==> src/rtl/bpc_pkg.sv <==
// shared widths, register codes and scale tables of the pressure compensation core
`timescale 1ns / 1ps
package bpc_pkg;

  // field and datapath widths
  localparam int RAW_W       = 24;
  localparam int CODE_W      = 3;
  localparam int RECIP_W     = 29;
  localparam int SCALE_SHIFT = 20;
  localparam int SC_W        = 32;
  localparam int FRAC        = 26;
  localparam int COEF_W      = 16;
  localparam int COEF_WIDE_W = 20;
  localparam int OS_W        = 6;
  localparam int CFG_DATA_W  = 20;
  localparam int CFG_IDX_W   = 3;
  localparam int PV_W        = COEF_W + SC_W;
  localparam int T1_W        = 48;
  localparam int T2_W        = T1_W + SC_W - FRAC;
  localparam int T3_W        = T2_W + SC_W - FRAC;
  localparam int SUM_W       = T3_W + 2;
  localparam int OUT_SHIFT   = 18;
  localparam int PA_W        = 32;
  localparam int IN_DATA_W   = 2 * RAW_W;
  localparam int PIPE_DEPTH  = 12;

  // configuration register indexes
  typedef enum logic [CFG_IDX_W-1:0] {
    REG_COEF_OFFSET     = 3'd0,
    REG_COEF_PRESS_LIN  = 3'd1,
    REG_COEF_TEMP_LIN   = 3'd2,
    REG_COEF_CROSS      = 3'd3,
    REG_COEF_PRESS_SQ   = 3'd4,
    REG_COEF_CROSS_SQ   = 3'd5,
    REG_COEF_PRESS_CUBE = 3'd6,
    REG_OVERSAMPLE      = 3'd7
  } cfg_reg_t;

  // register values after reset
  localparam logic signed [COEF_WIDE_W-1:0] RST_COEF_OFFSET     = 20'sd80469;
  localparam logic signed [COEF_WIDE_W-1:0] RST_COEF_PRESS_LIN  = -20'sd54769;
  localparam logic signed [COEF_W-1:0]      RST_COEF_TEMP_LIN   = -16'sd2803;
  localparam logic signed [COEF_W-1:0]      RST_COEF_CROSS      = 16'sd1226;
  localparam logic signed [COEF_W-1:0]      RST_COEF_PRESS_SQ   = -16'sd10787;
  localparam logic signed [COEF_W-1:0]      RST_COEF_CROSS_SQ   = 16'sd183;
  localparam logic signed [COEF_W-1:0]      RST_COEF_PRESS_CUBE = -16'sd1603;
  localparam logic [OS_W-1:0]               RST_OVERSAMPLE      = 6'd29;

  // oversampling scale factors
  localparam logic [63:0] SCALE_0 = 64'd524288;
  localparam logic [63:0] SCALE_1 = 64'd1572864;
  localparam logic [63:0] SCALE_2 = 64'd3670016;
  localparam logic [63:0] SCALE_3 = 64'd7864320;
  localparam logic [63:0] SCALE_4 = 64'd253952;
  localparam logic [63:0] SCALE_5 = 64'd516096;
  localparam logic [63:0] SCALE_6 = 64'd1040384;
  localparam logic [63:0] SCALE_7 = 64'd2088960;

  // reciprocals round(2^46 / scale), halves up
  localparam logic [63:0] RECIP_NUM = 64'd1 << 46;
  localparam logic [RECIP_W-1:0] RECIP_0 = RECIP_W'((RECIP_NUM + SCALE_0 / 2) / SCALE_0);
  localparam logic [RECIP_W-1:0] RECIP_1 = RECIP_W'((RECIP_NUM + SCALE_1 / 2) / SCALE_1);
  localparam logic [RECIP_W-1:0] RECIP_2 = RECIP_W'((RECIP_NUM + SCALE_2 / 2) / SCALE_2);
  localparam logic [RECIP_W-1:0] RECIP_3 = RECIP_W'((RECIP_NUM + SCALE_3 / 2) / SCALE_3);
  localparam logic [RECIP_W-1:0] RECIP_4 = RECIP_W'((RECIP_NUM + SCALE_4 / 2) / SCALE_4);
  localparam logic [RECIP_W-1:0] RECIP_5 = RECIP_W'((RECIP_NUM + SCALE_5 / 2) / SCALE_5);
  localparam logic [RECIP_W-1:0] RECIP_6 = RECIP_W'((RECIP_NUM + SCALE_6 / 2) / SCALE_6);
  localparam logic [RECIP_W-1:0] RECIP_7 = RECIP_W'((RECIP_NUM + SCALE_7 / 2) / SCALE_7);

  // reciprocal for an oversampling code
  function automatic logic [RECIP_W-1:0] recip_lookup(input logic [CODE_W-1:0] code);
    logic [RECIP_W-1:0] r;
    case (code)
      3'd0:    r = RECIP_0;
      3'd1:    r = RECIP_1;
      3'd2:    r = RECIP_2;
      3'd3:    r = RECIP_3;
      3'd4:    r = RECIP_4;
      3'd5:    r = RECIP_5;
      3'd6:    r = RECIP_6;
      3'd7:    r = RECIP_7;
      default: r = RECIP_0;
    endcase
    return r;
  endfunction

endpackage

==> src/rtl/bpc_scale.sv <==
// two-stage raw reading scaler: reciprocal multiply, then rounding and clipping to Q5.26
`timescale 1ns / 1ps
module bpc_scale
  import bpc_pkg::*;
(
  input  logic                    clk,
  input  logic                    en,
  input  logic signed [RAW_W-1:0] raw,
  input  logic [CODE_W-1:0]       code,
  output logic signed [SC_W-1:0]  sc_r,
  output logic                    sat_r
);

  localparam int PROD_W = RAW_W + RECIP_W + 1;
  localparam int SH_W   = PROD_W - SCALE_SHIFT;
  localparam logic [PROD_W-1:0] RND = PROD_W'(1) << (SCALE_SHIFT - 1);

  logic signed [RECIP_W:0]   recip;
  logic signed [PROD_W-1:0]  prod_nxt;
  logic signed [PROD_W-1:0]  prod_r;
  logic signed [PROD_W-1:0]  rnd_sum;
  logic signed [SH_W-1:0]    shifted;
  logic                      over_hi;
  logic                      over_lo;
  logic signed [SC_W-1:0]    sc_nxt;
  logic                      sat_nxt;

  // stage 1: raw times reciprocal
  assign recip    = $signed({1'b0, recip_lookup(code)});
  assign prod_nxt = raw * recip;

  // stage 2: round half away from zero, then clip to the Q5.26 range
  assign rnd_sum = prod_r + RND - PROD_W'(prod_r[PROD_W-1]);
  assign shifted = rnd_sum[PROD_W-1:SCALE_SHIFT];
  assign over_hi = ~shifted[SH_W-1] & (|shifted[SH_W-2:SC_W-1]);
  assign over_lo = shifted[SH_W-1] & ~(&shifted[SH_W-2:SC_W-1]);

  always_comb begin
    sat_nxt = over_hi | over_lo;
    if (over_hi) begin
      sc_nxt = {1'b0, {(SC_W-1){1'b1}}};
    end else if (over_lo) begin
      sc_nxt = {1'b1, {(SC_W-1){1'b0}}};
    end else begin
      sc_nxt = shifted[SC_W-1:0];
    end
  end

  // pipeline registers
  always_ff @(posedge clk) begin
    if (en) begin
      prod_r <= prod_nxt;
      sc_r   <= sc_nxt;
      sat_r  <= sat_nxt;
    end
  end

endmodule

==> config.mk <==
export PLATFORM = sky130hd
export DESIGN_NAME = bpc_scale
export DESIGN_NICKNAME = d
export VERILOG_FILES = /design/src/rtl/bpc_pkg.sv /design/src/rtl/bpc_scale.sv
export SDC_FILE = /design/constraint.sdc
export NUM_CORES = 1
export LEC_CHECK = 0
export ABC_AREA = 1
export BUFFER_PORTS_ARGS = -buffer_cell sky130_fd_sc_hd__buf_4
export CAP_MARGIN = 30
export CELL_PAD_IN_SITES_DETAIL_PLACEMENT = 0
export CELL_PAD_IN_SITES_GLOBAL_PLACEMENT = 1
export CORE_ASPECT_RATIO = 1.5
export CORE_MARGIN = 5
export CORE_UTILIZATION = 50
export CTS_CLUSTER_DIAMETER = 40
export DETAILED_ROUTE_END_ITERATION = 10
export PLACE_DENSITY = 0.87
export SETUP_SLACK_MARGIN = 0.02
export SKIP_CTS_REPAIR_TIMING = 1
export SLEW_MARGIN = 20
export SYNTH_ARGS = -nofsm -noshare
export SYNTH_HDL_FRONTEND = slang
export SYNTH_SLANG_ARGS = --single-unit
==> constraint.sdc <==
create_clock -name clk -period 9.4 [get_ports clk]
set_input_delay 1.88 -clock clk [delete_from_list [all_inputs] [get_ports clk]]
set_output_delay 1.88 -clock clk [all_outputs]
set_load 0.02 [all_outputs]
==> results by stage <==
Global route:
- Entering global routing, the biggest net connects 55 pins.
- For this run, global-route usage on met1 was measured as 31.79%.
- The via count of the first global-routing pass is 25280.
- For met3 alone, demand over resource in global routing was 2.993%.
- After global routing, the most crowded layer is met2.
- In the global route stage, overall resource usage came out at 31.99%.
- The first global-routing pass estimated 144700 um of wire.
- The initial antenna violation count was 0.
- The total grt overflow is 0.
- The global routing met2 resource utilization is 60.32%.

Worst setup path:
- On the critical path, the stage with the largest delay is an instance of fa_1.
- STA classifies the critical path endpoint as a flip-flop.
- The required time of the critical path is 9.53 ns.
- The delay contributed by the slowest stage of the critical path is 0.58 ns.
- Of all nets on the critical path, the largest fanout is 24.
- The critical path arrival is 9.10 ns.
- The setup path with the least slack is of type primary input to flip-flop.
- STA classifies the critical path startpoint as a primary input.
- The worst register-to-register path has a depth of 14.

Hold path:
- The classification of the worst-slack hold path is flip-flop to flip-flop.
- The worst hold path passes through 5 cells.

Die:
- In this run the vertical extent of the chip is 298.4 um.
- The floorplan die width is 202.2 um.
- The initial cell density of the core is 50.59%.
- The die covers 60340 um2.
- The floorplan step defined a core boundary enclosing 54780 um2.
- Row generation in the floorplan step produced 105 rows.
- The top-level I/O count is 62.

Route:
- In the final routed layout, each cell accounts on average for 21.69 um.
- For this block, the initial DRC count from the detailed router was 1106.
- The final routed DRC violation total is 0.
- The count of nets left with antenna violations once routing finished came out at 0.
- The final layout contains routed wiring with a total length of 96000 um.
- The iteration count of the initial detailed-routing pass is 5.
- Dividing the detail-routed via count by the number of cells gives 5.283.
- The via count of the routed design is 23380.

CTS:
- The total clock buffers created by CTS is 9.
- The CTS tree is built.
- The maximum buffer depth of the clock tree is 2.
- The number of clock sinks seen by CTS is 87.
- Clock-pin slew was measured on the worst setup and hold paths at 0.07 ns.
- The insertion delay of the later-clocked pin in the worst-skew pair is 0.37 ns.
- The root buffer cell chosen for the clock tree is clkbuf_16.
- The H-tree level count is 3.

Timing:
- After layout, the minimum clock period comes to 8.972 ns.
- The number of hold violations in the final report is 0.
- Setup violations remaining at the end of the flow were counted as 0.
- The clock skew is 0.01277 ns.
- Setup repair after global routing left no endpoint under its margin.
- The maximum operating frequency is 111.5 MHz.
- The number of max-slew violations in the final report is 0.
- The post-route setup TNS is 0 ns.
- The slew at the pin closest to its max-slew limit is 1.036 ns.
- The final period utilization is 95.44%.
- In this run the tightest slew margin relative to its limit is 30.23%.

Synthesis:
- After synthesis the netlist holds a flip-flop and latch count of 87.
- The post-synthesis instance total is 3605.
- The portion of the post-synthesis area used by sequential elements is 9.426%.
- Yosys mapped a number of flops with a built-in enable equal to 87.
- A synthesized cell averages 7.688 um2.
- The post-synth net total is 4473.
- The number of warnings reported in the yosys synthesis log is 0.
- The number of different library cells used by synthesis comes to 44.
- The netlist area before placement is 27720 um2.
- For this run, the leading register cell type out of synthesis is edfxtp_1.
- Of all flip-flops after synthesis, the portion carrying an async set or reset was 0%.

Finish:
- The count of nets after finishing is 4594.
- The filler cells instantiated in the layout total 5432.
- The signed area change from the synthesized netlist to the final layout is 8.067%.
- The share of post-route cells with drive strength above 1 is 7.022%.
- The number of antenna diodes is 0.
- The library cell used most frequently in the layout, excluding fill and tap cells, is inv_1.
- At the end of the flow the core is filled with cells to 54.67%.
- In the layout the commonest cells are 1005 x inv_1, 578 x nand2_1, 499 x nor2_1.

Place:
- In this run the tool buffered the top-level ports with 61 buffer cells.
- The final weighted congestion in routability-driven placement is 1.017.
- Summed over all nets, the half-perimeter wirelength after detailed placement is 85710 um.

Outcome:
- The run finished with clean final reports.

Run:
- The number of max-cap violations is 0.
[logic make-up (layout without fill, tap and decap cells)]
group	after synthesis	count (layout)	synth area share, %
and+or+nand+nor	1273	1273	18.80
buffers and inverters	1076	1202	14.79
adders and majority gates	839	839	49.55
AOI/OAI and AO/OA	266	266	5.413
DFF	87	87	9.426
xor gates and xnor gates	64	64	2.022
[flip-flops by register name, summed over array words and instances, names as in the netlist]
name / cells
prod_r: 54
sc_r: 32
sat_r: 1
[critical path, delay by kind of cell]
kind	cells	cell delay (ns)
AOI/OAI and AO/OA	6	0.96
adders and majority gates	9	4.01
buffers and inverters	10	1.05
and+or+nand+nor	5	1.18
[layout make-up]
type / instances / area, um2 / area share [%]
clock buffer: 9 / 225.2 / 0.7519
timing repair buffer: 171 / 1346 / 4.495
multi-input combinational: 2442 / 21020 / 70.17
inverter: 1015 / 3810 / 12.72
clock inverter: 7 / 71.32 / 0.2381
sequential: 87 / 2613 / 8.723
tap: 695 / 869.6 / 2.903
[final timing paths]
path | startpoint | endpoint | slack (ns)
hold / removal | prod_r[34] | sc_r[15] | 0.93
setup reg to reg | prod_r[20] | sc_r[12] | 6.23
setup / recovery | code[1] | prod_r[53] | 0.43
hold reg to reg | prod_r[34] | sc_r[15] | 0.93
[cell usage after synthesis (2+ instances only)]
master	n	area (um2)
nand2_2	40	250.2
edfxtp_1	87	2613
buf_12	3	60.06
or2_2	2	12.51
clkinv_1	3	11.26
clkbuf_1	53	198.9
xnor2_1	22	192.7
nor2_1	501	1881
a21o_1	10	75.07
nor4_1	6	37.54
o211ai_1	2	15.01
o21a_1	6	45.04
inv_2	7	26.28
nand3_1	72	360.4
a21oi_1	134	670.6
buf_4	3	22.52
a21boi_0	5	37.54
inv_1	1005	3772
o2111ai_1	2	17.52
nor2_2	9	56.30
o21bai_1	28	210.2
nand3_2	2	20.02
nor2_4	4	45.04
xor2_1	42	367.9
ha_1	408	5105
nor3_2	4	40.04
nor3_1	18	90.09
a31oi_1	15	93.84
nand2_1	578	2170
o21ai_0	58	290.3
buf_1	2	7.510
nand3b_1	4	30.03
fa_1	431	8628
nand4_1	29	181.4
[per-layer routing]
metal  vias up  share of wire (%)
li1      11020                  -
met1     11240                 33
met2       776                 53
met3       351                3.8
met4         0                 10
met5         -                  0
[metrics by stage]
| step | cell area, um2 | std cells | hold slack [ns] | setup WS [ns] |
|---|---|---|---|---|
| after floorplan | 27720 | 3605 | 0.7361 | 1.200 |
| after global placement | 29650 | 4410 | 0.8995 | 0.1074 |
| after detailed placement | 29650 | 4410 | 0.9016 | 0.03164 |
| after CTS | 29950 | 4426 | 0.9227 | 0.4012 |
| after global routing | 29950 | 4426 | 0.9703 | 0.09384 |
| final | 29950 | 4426 | 0.9337 | 0.4284 |
Power is left out: the tool's default activity adds up to more than one toggle a clock period on the data nets, which glitch-free logic cannot reach.
